<file path="config.mk">
export PLATFORM = sky130hd
export DESIGN_NAME = beat_tempo_tracker
export DESIGN_NICKNAME = d
export VERILOG_FILES = /design/src/design/bttr_pkg.sv /design/src/design/bttr_div.sv /design/src/design/beat_tempo_tracker.sv
export SDC_FILE = /design/constraint.sdc
export NUM_CORES = 2
export LEC_CHECK = 0
export ABC_CLOCK_PERIOD_IN_PS = 13100
export BUFFER_PORTS_ARGS = -buffer_cell sky130_fd_sc_hd__clkbuf_2
export CAP_MARGIN = 40
export CORE_UTILIZATION = 65
export DETAILED_ROUTE_END_ITERATION = 16
export GPL_ROUTABILITY_DRIVEN = 0
export PLACE_DENSITY = 0.82
export RECOVER_POWER = 25
export REMOVE_ABC_BUFFERS = 1
export SLEW_MARGIN = 20
export SYNTH_ARGS = -nofsm -noshare
export SYNTH_HDL_FRONTEND = slang
export SYNTH_HIERARCHICAL = 1
export SYNTH_SLANG_ARGS = --single-unit
</file>
<file path="constraint.sdc">
create_clock -name clock -period 13.1 [get_ports clock]
set_input_delay 1.31 -clock clock [delete_from_list [all_inputs] [get_ports clock]]
set_output_delay 1.31 -clock clock [all_outputs]
set_load 0.05 [all_outputs]
</file>
<file path="src/design/bttr_pkg.sv">
package bttr_pkg;

   localparam int HISTORY_DEPTH_DEF = 16;
   localparam int MIN_INTERVALS_DEF = 3;

   localparam int LEVEL_W      = 8;
   localparam int TIME_W       = 16;
   localparam int ELAPSED_W    = 24;
   localparam int RING_W       = 18;
   localparam int TEMPO_W      = 17;
   localparam int WING_W       = 16;
   localparam int CSR_IDX_W    = 3;
   localparam int CSR_DATA_W   = 24;
   localparam int DIV_STEP_W   = 7;
   localparam int MAP_DVD_W    = TEMPO_W + WING_W + 1;
   localparam int SMOOTH_DVD_W = 21;
   localparam int DECAY_DVD_W  = 22;

   localparam int SMOOTH_DIV  = 10;
   localparam int SMOOTH_BIAS = 5;
   localparam int DECAY_DIV   = 20;
   localparam int DECAY_BIAS  = 10;

   localparam logic [RING_W-1:0]  RING_MAX     = 18'h3FFFF;
   localparam logic [TEMPO_W-1:0] TEMPO_ONE    = 17'd256;
   localparam logic [WING_W-1:0]  WING_DEFAULT = 16'd9421;

   localparam logic [LEVEL_W-1:0]   THRESHOLD_RST = 8'd128;
   localparam logic [ELAPSED_W-1:0] IVL_LOW_RST   = 24'd9830;
   localparam logic [ELAPSED_W-1:0] IVL_HIGH_RST  = 24'd196608;
   localparam logic [ELAPSED_W-1:0] SILENCE_RST   = 24'd327680;
   localparam logic [TEMPO_W-1:0]   FLOOR_RST     = 17'd15360;
   localparam logic [TEMPO_W-1:0]   CEILING_RST   = 17'd46080;
   localparam logic [WING_W-1:0]    WING_LOW_RST  = 16'd6144;
   localparam logic [WING_W-1:0]    WING_HIGH_RST = 16'd24576;

   typedef enum logic [CSR_IDX_W-1:0] {
      CSR_BEAT_THRESHOLD  = 3'd0,
      CSR_INTERVAL_LOW    = 3'd1,
      CSR_INTERVAL_HIGH   = 3'd2,
      CSR_SILENCE_TIMEOUT = 3'd3,
      CSR_TEMPO_FLOOR     = 3'd4,
      CSR_TEMPO_CEILING   = 3'd5,
      CSR_WING_RATE_LOW   = 3'd6,
      CSR_WING_RATE_HIGH  = 3'd7
   } csr_idx_type;

   typedef enum logic [3:0] {
      S_IDLE,
      S_FRAME,
      S_SUM,
      S_RAW_GO,
      S_RAW_WAIT,
      S_SMOOTH_GO,
      S_SMOOTH_WAIT,
      S_MAPCHK,
      S_MUL,
      S_MAP_GO,
      S_MAP_WAIT,
      S_SILCHK,
      S_DECAY_GO,
      S_DECAY_WAIT,
      S_DONE
   } state_type;

   typedef struct packed {
      logic                  start;
      logic [DIV_STEP_W-1:0] steps;
   } div_cmd_type;

endpackage

</file>
<file path="src/design/bttr_div.sv">
module bttr_div #(
   parameter int DW  = 35,
   parameter int DSW = 23
) (
   input  logic                 clock,
   input  logic                 reset,
   input  bttr_pkg::div_cmd_type cmd,
   input  logic [DW-1:0]        dividend,
   input  logic [DSW-1:0]       divisor,
   output logic [DW-1:0]        quotient,
   output logic                 done
);
   import bttr_pkg::*;

   logic                  busy_ff, busy_in;
   logic                  done_ff, done_in;
   logic [DIV_STEP_W-1:0] step_ff, step_in;
   logic [DW-1:0]         work_ff, work_in;
   logic [DSW-1:0]        rem_ff, rem_in;
   logic [DSW-1:0]        dsr_ff, dsr_in;
   logic [DSW:0]          shifted;
   logic [DSW:0]          diff;
   logic                  fits;

   // One quotient bit per cycle; the dividend arrives left-aligned so that the
   // quotient ends up in the low bits of the work register.
   always_comb begin
      shifted = {rem_ff, work_ff[DW-1]};
      diff    = shifted - {1'b0, dsr_ff};
      fits    = (shifted >= {1'b0, dsr_ff});
      busy_in = busy_ff;
      done_in = 1'b0;
      step_in = step_ff;
      work_in = work_ff;
      rem_in  = rem_ff;
      dsr_in  = dsr_ff;
      if (cmd.start) begin
         busy_in = 1'b1;
         step_in = cmd.steps;
         work_in = dividend;
         rem_in  = '0;
         dsr_in  = divisor;
      end else if (busy_ff) begin
         work_in = {work_ff[DW-2:0], fits};
         rem_in  = fits ? diff[DSW-1:0] : shifted[DSW-1:0];
         step_in = step_ff - 1'b1;
         if (step_ff == DIV_STEP_W'(1)) begin
            busy_in = 1'b0;
            done_in = 1'b1;
         end
      end
   end

   always_ff @(posedge clock) begin
      if (reset) begin
         busy_ff <= 1'b0;
         done_ff <= 1'b0;
      end else begin
         busy_ff <= busy_in;
         done_ff <= done_in;
      end
   end

   always_ff @(posedge clock) begin
      step_ff <= step_in;
      work_ff <= work_in;
      rem_ff  <= rem_in;
      dsr_ff  <= dsr_in;
   end

   assign quotient = work_ff;
   assign done     = done_ff;

   a_start_idle: assert property (@(posedge clock) disable iff (reset)
      cmd.start |-> !busy_ff)
      else $error("divider started while busy");

   a_steps_range: assert property (@(posedge clock) disable iff (reset)
      cmd.start |-> (cmd.steps != '0 && 32'(cmd.steps) <= DW))
      else $error("divider step count out of range");

   a_last_step: assert property (@(posedge clock) disable iff (reset)
      (busy_ff && !cmd.start && step_ff == DIV_STEP_W'(1)) |=> (done_ff && !busy_ff))
      else $error("divider did not finish after its last step");

endmodule

</file>
<file path="src/design/beat_tempo_tracker.sv">
// An accepted frame passes through the frame, map-check, silence-check and done states;
// a tempo update adds the interval sum, a serial divide for the raw tempo and a smoothing
// divide; interpolation adds a serial multiply and a divide; a silence decay adds a divide.
// One frame is in work at a time, and the next is accepted once the result is registered.
// Synchronous active-high reset loads the register defaults and clears tempo, elapsed time,
// beat edge, slot and count; the interval ring itself is not cleared.
module beat_tempo_tracker #(
   parameter int HISTORY_DEPTH = bttr_pkg::HISTORY_DEPTH_DEF,
   parameter int MIN_INTERVALS = bttr_pkg::MIN_INTERVALS_DEF
) (
   input  logic                              clock,
   input  logic                              reset,
   input  logic                              req_valid,
   output logic                              req_stall,
   input  logic [bttr_pkg::LEVEL_W-1:0]      req_beat_level,
   input  logic [bttr_pkg::TIME_W-1:0]       req_frame_time,
   output logic                              rsp_valid,
   input  logic                              rsp_stall,
   output logic [bttr_pkg::WING_W-1:0]       rsp_wing_rate,
   output logic [bttr_pkg::TEMPO_W-1:0]      rsp_tempo,
   output logic                              rsp_interval_taken,
   input  logic                              csr_valid,
   output logic                              csr_ready,
   input  logic [bttr_pkg::CSR_IDX_W-1:0]    csr_index,
   input  logic [bttr_pkg::CSR_DATA_W-1:0]   csr_data
);
   import bttr_pkg::*;

   localparam int SLW = $clog2(HISTORY_DEPTH);
   localparam int CW  = $clog2(HISTORY_DEPTH + 1);
   localparam int NW  = $clog2(60 * HISTORY_DEPTH + 1);
   localparam int DVW = NW + ELAPSED_W + 1;
   localparam int SW  = RING_W + CW;
   localparam int DW  = (DVW > MAP_DVD_W) ? DVW : MAP_DVD_W;
   localparam int DSW = (SW > TEMPO_W) ? SW : TEMPO_W;
   localparam int PW  = MAP_DVD_W;
   localparam int MCW = $clog2(TEMPO_W);

   // Configuration registers.
   logic [LEVEL_W-1:0]   thr_ff;
   logic [ELAPSED_W-1:0] ivl_low_ff;
   logic [ELAPSED_W-1:0] ivl_high_ff;
   logic [ELAPSED_W-1:0] silence_ff;
   logic [TEMPO_W-1:0]   floor_ff;
   logic [TEMPO_W-1:0]   ceil_ff;
   logic [WING_W-1:0]    wlo_ff;
   logic [WING_W-1:0]    whi_ff;

   state_type            state_ff, state_in;
   logic [LEVEL_W-1:0]   lvl_ff, lvl_in;
   logic [TIME_W-1:0]    dt_ff, dt_in;
   logic [ELAPSED_W-1:0] elapsed_ff, elapsed_in;
   logic                 was_high_ff, was_high_in;
   logic [TEMPO_W-1:0]   tempo_ff, tempo_in;
   logic [SLW-1:0]       slot_ff, slot_in;
   logic [CW-1:0]        count_ff, count_in;
   logic                 taken_ff, taken_in;
   logic [TEMPO_W-1:0]   raw_ff, raw_in;
   logic [SW-1:0]        sum_ff, sum_in;
   logic [CW-1:0]        idx_ff, idx_in;
   logic                 rdv_ff, rdv_in;
   logic [PW-1:0]        prod_ff, prod_in;
   logic [MCW-1:0]       mcnt_ff, mcnt_in;
   logic [WING_W-1:0]    wing_ff, wing_in;
   logic                 rsp_valid_ff, rsp_valid_in;
   logic [WING_W-1:0]    rsp_wing_ff, rsp_wing_in;
   logic [TEMPO_W-1:0]   rsp_tempo_ff, rsp_tempo_in;
   logic                 rsp_taken_ff, rsp_taken_in;

   logic [RING_W-1:0]    ring_mem [HISTORY_DEPTH];
   logic [RING_W-1:0]    ring_rd_ff;
   logic                 ring_we;
   logic [RING_W-1:0]    ring_wdata;

   logic [ELAPSED_W:0]   el_sum;
   logic [ELAPSED_W-1:0] el_sat;
   logic                 level_high;
   logic                 rise;
   logic                 take;
   logic [CW-1:0]        count_nx;
   logic [NW-1:0]        m60;
   logic [DVW-1:0]       raw_dvd;
   logic [TEMPO_W-1:0]   den;
   logic                 span_neg;
   logic [WING_W-1:0]    span_mag;
   logic [WING_W+1:0]    mac;

   div_cmd_type          div_cmd;
   logic [DW-1:0]        div_dvd;
   logic [DSW-1:0]       div_dsr;
   logic [DW-1:0]        div_q;
   logic                 div_done;

   bttr_div #(
      .DW  (DW),
      .DSW (DSW)
   ) u_div (
      .clock    (clock),
      .reset    (reset),
      .cmd      (div_cmd),
      .dividend (div_dvd),
      .divisor  (div_dsr),
      .quotient (div_q),
      .done     (div_done)
   );

   assign csr_ready = 1'b1;

   always_ff @(posedge clock) begin
      if (reset) begin
         thr_ff      <= THRESHOLD_RST;
         ivl_low_ff  <= IVL_LOW_RST;
         ivl_high_ff <= IVL_HIGH_RST;
         silence_ff  <= SILENCE_RST;
         floor_ff    <= FLOOR_RST;
         ceil_ff     <= CEILING_RST;
         wlo_ff      <= WING_LOW_RST;
         whi_ff      <= WING_HIGH_RST;
      end else if (csr_valid && csr_ready) begin
         unique case (csr_idx_type'(csr_index))
            CSR_BEAT_THRESHOLD:  thr_ff      <= csr_data[LEVEL_W-1:0];
            CSR_INTERVAL_LOW:    ivl_low_ff  <= csr_data[ELAPSED_W-1:0];
            CSR_INTERVAL_HIGH:   ivl_high_ff <= csr_data[ELAPSED_W-1:0];
            CSR_SILENCE_TIMEOUT: silence_ff  <= csr_data[ELAPSED_W-1:0];
            CSR_TEMPO_FLOOR:     floor_ff    <= csr_data[TEMPO_W-1:0];
            CSR_TEMPO_CEILING:   ceil_ff     <= csr_data[TEMPO_W-1:0];
            CSR_WING_RATE_LOW:   wlo_ff      <= csr_data[WING_W-1:0];
            CSR_WING_RATE_HIGH:  whi_ff      <= csr_data[WING_W-1:0];
         endcase
      end
   end

   always_comb begin
      el_sum     = {1'b0, elapsed_ff} + (ELAPSED_W + 1)'(dt_ff);
      el_sat     = el_sum[ELAPSED_W] ? '1 : el_sum[ELAPSED_W-1:0];
      level_high = (lvl_ff > thr_ff);
      rise       = level_high && !was_high_ff;
      take       = rise && (el_sat < ivl_high_ff) && (el_sat > ivl_low_ff);
      ring_wdata = (el_sat > ELAPSED_W'(RING_MAX)) ? RING_MAX : el_sat[RING_W-1:0];
      count_nx   = count_ff;
      if (take && (count_ff < CW'(HISTORY_DEPTH))) begin
         count_nx = count_ff + 1'b1;
      end
      m60      = NW'({count_ff, 6'b000000} - {2'b00, count_ff, 2'b00});
      raw_dvd  = DVW'({m60, {ELAPSED_W{1'b0}}}) + DVW'(sum_ff >> 1);
      den      = ceil_ff - floor_ff;
      span_neg = (whi_ff < wlo_ff);
      span_mag = span_neg ? (wlo_ff - whi_ff) : (whi_ff - wlo_ff);
      mac      = {1'b0, prod_ff[PW-1:TEMPO_W]}
               + (prod_ff[0] ? (WING_W + 2)'(span_mag) : '0);
   end

   always_comb begin
      state_in     = state_ff;
      lvl_in       = lvl_ff;
      dt_in        = dt_ff;
      elapsed_in   = elapsed_ff;
      was_high_in  = was_high_ff;
      tempo_in     = tempo_ff;
      slot_in      = slot_ff;
      count_in     = count_ff;
      taken_in     = taken_ff;
      raw_in       = raw_ff;
      sum_in       = sum_ff;
      idx_in       = idx_ff;
      rdv_in       = 1'b0;
      prod_in      = prod_ff;
      mcnt_in      = mcnt_ff;
      wing_in      = wing_ff;
      rsp_valid_in = rsp_valid_ff;
      rsp_wing_in  = rsp_wing_ff;
      rsp_tempo_in = rsp_tempo_ff;
      rsp_taken_in = rsp_taken_ff;
      ring_we      = 1'b0;
      div_cmd      = '0;
      div_dvd      = '0;
      div_dsr      = '0;
      req_stall    = (state_ff != S_IDLE);

      if (rsp_valid_ff && !rsp_stall) begin
         rsp_valid_in = 1'b0;
      end

      unique case (state_ff)
         S_IDLE: begin
            if (req_valid) begin
               lvl_in   = req_beat_level;
               dt_in    = req_frame_time;
               state_in = S_FRAME;
            end
         end
         S_FRAME: begin
            ring_we     = take;
            taken_in    = take;
            count_in    = count_nx;
            was_high_in = level_high;
            elapsed_in  = rise ? '0 : el_sat;
            if (take) begin
               slot_in = (slot_ff == SLW'(HISTORY_DEPTH - 1)) ? '0 : slot_ff + 1'b1;
            end
            sum_in = '0;
            idx_in = '0;
            if (int'(count_nx) >= MIN_INTERVALS) begin
               state_in = S_SUM;
            end else begin
               state_in = S_MAPCHK;
            end
         end
         S_SUM: begin
            if (idx_ff < count_ff) begin
               idx_in = idx_ff + 1'b1;
               rdv_in = 1'b1;
            end
            if (rdv_ff) begin
               sum_in = sum_ff + SW'(ring_rd_ff);
            end
            if (idx_ff == count_ff && !rdv_ff) begin
               state_in = S_RAW_GO;
            end
         end
         S_RAW_GO: begin
            div_cmd.start = 1'b1;
            div_cmd.steps = DIV_STEP_W'(DVW);
            div_dvd       = DW'(raw_dvd) << (DW - DVW);
            div_dsr       = DSW'(sum_ff);
            state_in      = S_RAW_WAIT;
         end
         S_RAW_WAIT: begin
            if (div_done) begin
               raw_in   = (div_q > DW'({TEMPO_W{1'b1}})) ? '1 : div_q[TEMPO_W-1:0];
               state_in = S_SMOOTH_GO;
            end
         end
         S_SMOOTH_GO: begin
            div_cmd.start = 1'b1;
            div_cmd.steps = DIV_STEP_W'(SMOOTH_DVD_W);
            div_dvd       = DW'(SMOOTH_DVD_W'({tempo_ff, 3'b000})
                          + SMOOTH_DVD_W'(tempo_ff)
                          + SMOOTH_DVD_W'(raw_ff)
                          + SMOOTH_DVD_W'(SMOOTH_BIAS)) << (DW - SMOOTH_DVD_W);
            div_dsr       = DSW'(SMOOTH_DIV);
            state_in      = S_SMOOTH_WAIT;
         end
         S_SMOOTH_WAIT: begin
            if (div_done) begin
               tempo_in = div_q[TEMPO_W-1:0];
               state_in = S_MAPCHK;
            end
         end
         S_MAPCHK: begin
            priority if (tempo_ff == '0) begin
               wing_in  = WING_DEFAULT;
               state_in = S_SILCHK;
            end else if (tempo_ff <= floor_ff) begin
               wing_in  = wlo_ff;
               state_in = S_SILCHK;
            end else if (tempo_ff >= ceil_ff) begin
               wing_in  = whi_ff;
               state_in = S_SILCHK;
            end else begin
               prod_in  = PW'(tempo_ff - floor_ff);
               mcnt_in  = '0;
               state_in = S_MUL;
            end
         end
         S_MUL: begin
            prod_in = {mac, prod_ff[TEMPO_W-1:1]};
            mcnt_in = mcnt_ff + 1'b1;
            if (mcnt_ff == MCW'(TEMPO_W - 1)) begin
               state_in = S_MAP_GO;
            end
         end
         S_MAP_GO: begin
            div_cmd.start = 1'b1;
            div_cmd.steps = DIV_STEP_W'(MAP_DVD_W);
            div_dvd       = DW'(prod_ff + MAP_DVD_W'(den >> 1)) << (DW - MAP_DVD_W);
            div_dsr       = DSW'(den);
            state_in      = S_MAP_WAIT;
         end
         S_MAP_WAIT: begin
            if (div_done) begin
               wing_in  = span_neg ? (wlo_ff - div_q[WING_W-1:0])
                                   : (wlo_ff + div_q[WING_W-1:0]);
               state_in = S_SILCHK;
            end
         end
         S_SILCHK: begin
            if (elapsed_ff > silence_ff) begin
               count_in = '0;
               slot_in  = '0;
               state_in = S_DECAY_GO;
            end else begin
               state_in = S_DONE;
            end
         end
         S_DECAY_GO: begin
            div_cmd.start = 1'b1;
            div_cmd.steps = DIV_STEP_W'(DECAY_DVD_W);
            div_dvd       = DW'(DECAY_DVD_W'({tempo_ff, 4'b0000})
                          + DECAY_DVD_W'({tempo_ff, 1'b0})
                          + DECAY_DVD_W'(tempo_ff)
                          + DECAY_DVD_W'(DECAY_BIAS)) << (DW - DECAY_DVD_W);
            div_dsr       = DSW'(DECAY_DIV);
            state_in      = S_DECAY_WAIT;
         end
         S_DECAY_WAIT: begin
            if (div_done) begin
               tempo_in = (div_q[TEMPO_W-1:0] < TEMPO_ONE) ? '0 : div_q[TEMPO_W-1:0];
               state_in = S_DONE;
            end
         end
         S_DONE: begin
            if (!rsp_valid_ff || !rsp_stall) begin
               rsp_valid_in = 1'b1;
               rsp_wing_in  = wing_ff;
               rsp_tempo_in = tempo_ff;
               rsp_taken_in = taken_ff;
               state_in     = S_IDLE;
            end
         end
         default: begin
            state_in = S_IDLE;
         end
      endcase
   end

   always_ff @(posedge clock) begin
      if (reset) begin
         state_ff     <= S_IDLE;
         elapsed_ff   <= '0;
         was_high_ff  <= 1'b0;
         tempo_ff     <= '0;
         slot_ff      <= '0;
         count_ff     <= '0;
         rdv_ff       <= 1'b0;
         rsp_valid_ff <= 1'b0;
      end else begin
         state_ff     <= state_in;
         elapsed_ff   <= elapsed_in;
         was_high_ff  <= was_high_in;
         tempo_ff     <= tempo_in;
         slot_ff      <= slot_in;
         count_ff     <= count_in;
         rdv_ff       <= rdv_in;
         rsp_valid_ff <= rsp_valid_in;
      end
   end

   always_ff @(posedge clock) begin
      lvl_ff       <= lvl_in;
      dt_ff        <= dt_in;
      taken_ff     <= taken_in;
      raw_ff       <= raw_in;
      sum_ff       <= sum_in;
      idx_ff       <= idx_in;
      prod_ff      <= prod_in;
      mcnt_ff      <= mcnt_in;
      wing_ff      <= wing_in;
      rsp_wing_ff  <= rsp_wing_in;
      rsp_tempo_ff <= rsp_tempo_in;
      rsp_taken_ff <= rsp_taken_in;
   end

   always_ff @(posedge clock) begin
      if (ring_we) begin
         ring_mem[slot_ff] <= ring_wdata;
      end
      ring_rd_ff <= ring_mem[idx_ff[SLW-1:0]];
   end

   assign rsp_valid          = rsp_valid_ff;
   assign rsp_wing_rate      = rsp_wing_ff;
   assign rsp_tempo          = rsp_tempo_ff;
   assign rsp_interval_taken = rsp_taken_ff;

   a_count_bound: assert property (@(posedge clock) disable iff (reset)
      count_ff <= CW'(HISTORY_DEPTH))
      else $error("interval count beyond history depth");

   a_slot_bound: assert property (@(posedge clock) disable iff (reset)
      32'(slot_ff) < HISTORY_DEPTH)
      else $error("write slot beyond history depth");

   a_word_from_done: assert property (@(posedge clock) disable iff (reset)
      $rose(rsp_valid_ff) |-> $past(state_ff == S_DONE))
      else $error("result word raised outside the finishing state");

   a_div_done_waiting: assert property (@(posedge clock) disable iff (reset)
      div_done |-> (state_ff == S_RAW_WAIT || state_ff == S_SMOOTH_WAIT
                    || state_ff == S_MAP_WAIT || state_ff == S_DECAY_WAIT))
      else $error("divider finished while no division was awaited");

endmodule

</file>
## Yosys cells after proc, flatten, opt, wreduce, memory -nomap -nowiden

Memory sizes are Yosys's and may differ from the RTL's. A register that Yosys moved wholly into a read port is not among the register bits.
Cells that the tools add are included.

- Register bits: 452
- Memory bits (writable): 288
- Logic and storage cells: 225
- Memories: 1

- Add/subtract/negate cells: 24
- Order comparisons: 14
- Equality and inequality tests: 41
- Multiplexer cells: 67
- Bitwise operators: 2
- Reductions and logical operators: 42

Memory list:

| name | depth | width | read ports | clocked after memory_dff | write ports | line | source |
|---|---|---|---|---|---|---|---|
| ring_mem | 16 | 18 | 1 | 1 | 1 | beat_tempo_tracker.sv:70 | `logic [RING_W-1:0] ring_mem [HISTORY_DEPTH];` |

Operator list:

| operator | count |
|---|---|
| $pmux W35 S4 | 1 |
| $mux W16 | 7 |
| $mux W34 | 3 |
| $pmux W23 S4 | 1 |
| $mux W35 | 2 |
| $pmux W34 S2 | 1 |
| $pmux W4 S15 | 1 |
| $mux W17 | 3 |
| $gt A24 B24 Y1 | 2 |
| $mux W24 | 2 |
| $sub A16 B16 Y16 | 3 |
| $mux W23 | 2 |
| $pmux W23 S2 | 1 |
| $mux W4 | 11 |
| $add A34 B22 Y35 | 1 |
| $gt A35 B17 Y1 const B | 1 |
| $add A34 B16 Y34 | 1 |
| $pmux W17 S2 | 1 |
| $eq A4 B4 Y1 const B | 8 |
| $pmux W16 S2 | 1 |
| $pmux W8 S4 | 1 |
| $mux W5 | 6 |
| $pmux W5 S2 | 3 |
| $reduce_and A2 Y1 | 14 |
| other kinds (60) | 113 |

## Logic depth before layout (Yosys ltp)

- Depth in word-level cells: 10
- Gate-level depth with buffers: 25
- Mapped depth without buffers: 23

## Cells and area by module

The synthesis kept the hierarchy.

Modules (own cells, without submodules):

| module | instances | cells each | area each (um^2) | seq. area each (um^2) |
|---|---|---|---|---|
| beat_tempo_tracker | 1 | 3625 | 38125.3 | 17847.1 |
| bttr_div | 1 | 448 | 4992.3 | 2452.4 |

## Worst setup path before layout

Ideal clock, no wire load.

- Kind: register to register
- Start point: register dt_ff[0]
- End point: memory ring_mem[10][0] (enable)
- Arrival time: 5.060 ns
- Required time: 12.771 ns
- Setup slack: 7.711 ns
- Stages on the path, launching flop included: 22
- Buffers on the path: 3
- Period minus slack after synthesis: 5.389 ns
- Cells stage by stage: edfxtp_1 > ha_1 > fa_1 > a21o_1 > a21oi_2 > o21ai_1 > a22oi_4 > a21boi_4 > o21ai_1 > clkbuf_1 > clkbuf_1 > nand2_1 > ha_1 > nand4_1 > or4_1 > nor4_1 > nand2_1 > a21oi_1 > a221o_1 > nor2_1 > clkbuf_1 > and3_1

- Longest elaborated chain between the ends: 8

RTL lines:

| item | line | source |
|---|---|---|
| start: declaration | beat_tempo_tracker.sv:51 | `logic [TIME_W-1:0] dt_ff, dt_in;` |
| start signal: assignment | beat_tempo_tracker.sv:351 | `dt_ff <= dt_in;` |
| $add A24 B16 Y25 * | beat_tempo_tracker.sv:134 | `el_sum = {1'b0, elapsed_ff} + (ELAPSED_W + 1)'(dt_ff);` |
| $mux W24 * | beat_tempo_tracker.sv:135 | `el_sat = el_sum[ELAPSED_W] ? '1 : el_sum[ELAPSED_W-1:0];` |
| $lt A24 B24 Y1 | beat_tempo_tracker.sv:138 | `take = rise && (el_sat < ivl_high_ff) && (el_sat > ivl_low_ff);` |
| $logic_and A1 B1 Y1 | beat_tempo_tracker.sv:138 |  |
| $logic_and A1 B1 Y1 * | beat_tempo_tracker.sv:138 |  |
| $mux W1 * | beat_tempo_tracker.sv:184 | `unique case (state_ff)` |
| $mux W1 * | beat_tempo_tracker.sv:365 | `if (ring_we) begin` |
| $mux W1 (not written as such) * | beat_tempo_tracker.sv:366 | `ring_mem[slot_ff] <= ring_wdata;` |
| end: declaration | beat_tempo_tracker.sv:70 |  |

Every way passes the cells marked *; elsewhere a longest branch is shown, timed or not.

## Worst setup path after layout

- Start point: register dt_ff[0]
- End point: memory ring_mem[15][2] (enable)

Same word-level chain as after synthesis.

==> results.ini <==
[floorplan]
die_height_um=260
rows=94
coreArea_mm2=0.0657
dieArea_mm2=0.0674
pin_count=93
initial_core_util_pct=65.6
chipWidth_um=260

[cts]
clock-sinks=758
cts_root_buffer=clkbuf_16
cts_hold_buf=0
clk_latency_ns=0.68
ctsResizeCount=0
htree_num_levels=3
clock_path_buffers=3
cts_tree=yes
numCtsBuffers=79
post-cts-setup-buffers=0
clk_pin_slew_ns=0.06

[timing]
fin_skew_ns=0.0443
tightest_slew_ns=3.32
min_period_ns=6.30
fmax_ghz=0.159
hold_viol=0
rsz0062_at_grt=false
fin_worst_hold_slack_ns=0.418
finalSetupViolCount=0
maxSlewHeadroom_pct=-122
layout_setup_ws_ns=6.80
period_share_pct=48.1
fin_tns_setup_ns=0
drv_slew=411

[grt]
grt_pass1_vias=32800
grtUsageTotal_pct=36.6
antenna_found_initial=3
grt_max_degree=69
grt_pass1_wl_mm=188
grt_overflow=0

[drt]
routedWlPerCell_um=24.4
num_vias=33800
drt_iter0_drc=4440
first_pass_iters=5
antenna_left=0
wl_mm=124
drc=0
avgViaCountPerCell=6.64

[logic_synthesis]
yosysSeqAreaShare_pct=47.1
synth_top_flop_cell=edfxtp_1
synthAdderAreaFrac_pct=11.3
yosysWarnings=6
muxShareOfSynthArea_pct=6.48
ys_types=100
async_flop_share_pct=0
synth-simple-area-share_pct=13.1
postSynthCellCount=4073
synth-edff-count=512
synth_xor_area_share_pct=3.84
ys_ff_latch=758
avgSynthCellArea_um2=10.6
synth_compound_area_share_pct=14.5
synth_top_family_by_area=compound AO/OA/AOI/OAI gates
netlist_area_mm2=0.0431

[worst_setup_path]
slowest_delay_ns=0.77
crit_arrival_ns=6.60
crit_path_end_kind=flip-flop
critPathSlowestCell=and3_1
critPathBufInv=1
path_max_fanout=25
path_cells=ha_1 -> fa_1 -> a21o_1 -> a21oi_2 -> o21ai_1 -> a22oi_4 -> a21oi_1 -> nand2b_1 -> or4_1 -> ha_1 -> nand4_1 -> nor2_1 -> o211ai_1 -> o22ai_1 -> o21ai_0 -> a221o_1 -> nor2_1 -> buf_4 -> and3_1
cp-start-kind=flip-flop
path_delay_family=simple AND/OR/NAND/NOR gates
path_class=reg -> reg
critPathRequiredTime_ns=13.40

[power]
power.switching_mw=3.20
pwr-share-clk_pct=26.1
p_int_mw=5.57
seqPwrFrac_pct=37.9
ir_worst_vdd_mv=0.158
power_mw=8.77
combPwrFrac_pct=36.1
powerDensity_mw_per_mm2=185
p_leak_nw=18.1
switching_share_pct=36.5

[cells_and_area]
fillerInstances=4439
drive_gt1_share_pct=10.2
nNetsFinal=4585
layout_commonest_cell=edfxtp_1
final_cell_mix=edfxtp_1 (512), nand2_1 (485), a21oi_1 (355)
syn2layout_area_growth_pct=10.0
fin_cells=5095

[run_status]
violations=max-capacitance violations, max-slew violations
status=finished, violations left

[place]
pre_cts_ws_ns=6.98
hpwl_mm=85.7
io_buffers=91
dp_cells=4921

[min_path]
hold_class=reg -> reg

[run]
max_cap_violations=10

-- power groups by stage --
stage / clock network (mW) / registers (mW) / logic (mW)
finish: 2.29 / 3.32 / 3.16
global route: 2.38 / 3.33 / 3.39
CTS: 2.29 / 3.31 / 3.04
detailed placement: 0 / 3.35 / 2.99
global placement: 0 / 3.35 / 2.87
floorplan: 0 / 3.32 / 2.07
-- layer usage --
layer  wire length [µm]  vias up  share of wire (%)  GRT usage, %
met5                 35        -              0.028             0
met4               7390        6                6.0          19.8
met3              13000      521                 11          8.21
met2              57700     2076                 47          59.1
met1              45900    16100                 37          45.7
li1                   -    15100                  -             -
-- sequential cells by signal, indices dropped and copies added, names as in the netlist, 17 cells and up --
signal / cells
u_div/dsr_ff: 23
tempo_ff: 17
sum_ff: 23
prod_ff: 34
ceil_ff: 17
raw_ff: 17
floor_ff: 17
ivl_low_ff: 24
ivl_high_ff: 24
ring_mem: 288
u_div/quotient: 35
ring_rd_ff: 18
silence_ff: 24
u_div/rem_ff: 23
elapsed_ff: 24
rsp_tempo: 17
-- worst register-to-register path: cells and delay by family, from the launching register on --
kind,cells,cell delay [ns]
AO/OA/AOI/OAI,9,1.99
buffers and inverters,1,0.30
adder cells (fa/ha/maj),3,1.03
AND/OR/NAND/NOR,6,2.21
flip-flops,1,0.40
-- final cells by class --
type / count / area (µm²) / area share (%)
Multi-Input combinational cell: 2898 / 21300 / 44.9
Sequential cell: 758 / 20300 / 42.8
Clock buffer: 120 / 2290 / 4.84
Timing Repair Buffer: 165 / 1130 / 2.38
Tap cell: 864 / 1080 / 2.28
Inverter: 262 / 983 / 2.07
Clock inverter: 27 / 363 / 0.765
Antenna cell: 1 / 2.50 / 0.00528
-- synth_stat cells (all sizes together) (40+ instances only) --
master	count	area, µm²
a21o	90	692
a21oi	359	1810
and3	53	332
clkbuf	130	498
dfxtp	246	4920
edfxtp	512	15400
ha	326	4080
inv	261	980
mux2	40	458
mux4	90	2030
nand2	486	1830
nand2b	51	319
nand3	78	390
nand4	47	300
nor2	235	898
nor2b	51	319
nor3	60	300
o211ai	48	365
o21ai	183	916
xnor2	91	797
xor2	98	858
-- per-stage QoR --
stage	cell area (µm²)	util, %
floorplan	42500	-
global placement	44400	67.5
detailed placement	44600	67.8
CTS	47200	71.8
global route	47400	72.1
finish	47400	72.1
-- cell families after synthesis --
kind of cell               count (synthesis)
buffers and inverters                    418
DFF                                      758
and+or+nand+nor                         1195
AOI/OAI and AO/OA                        985
muxes                                    161
other                                      2
adders and majority gates                365
xor gates and xnor gates                 189
-- path summary, 6_finish.rpt --
path | startpoint | endpoint | slack, ns | cells past startpoint
setup reg to reg | dt_ff[0] | ring_mem[15][2] | 6.80 | 19
hold / removal | wing_ff[3] | rsp_wing_rate[3] | 0.42 | 0
hold reg to reg | wing_ff[3] | rsp_wing_rate[3] | 0.42 | 0
setup / recovery | dt_ff[0] | ring_mem[15][2] | 6.80 | 19
No activity file was read; power rests on OpenSTA's default activity.
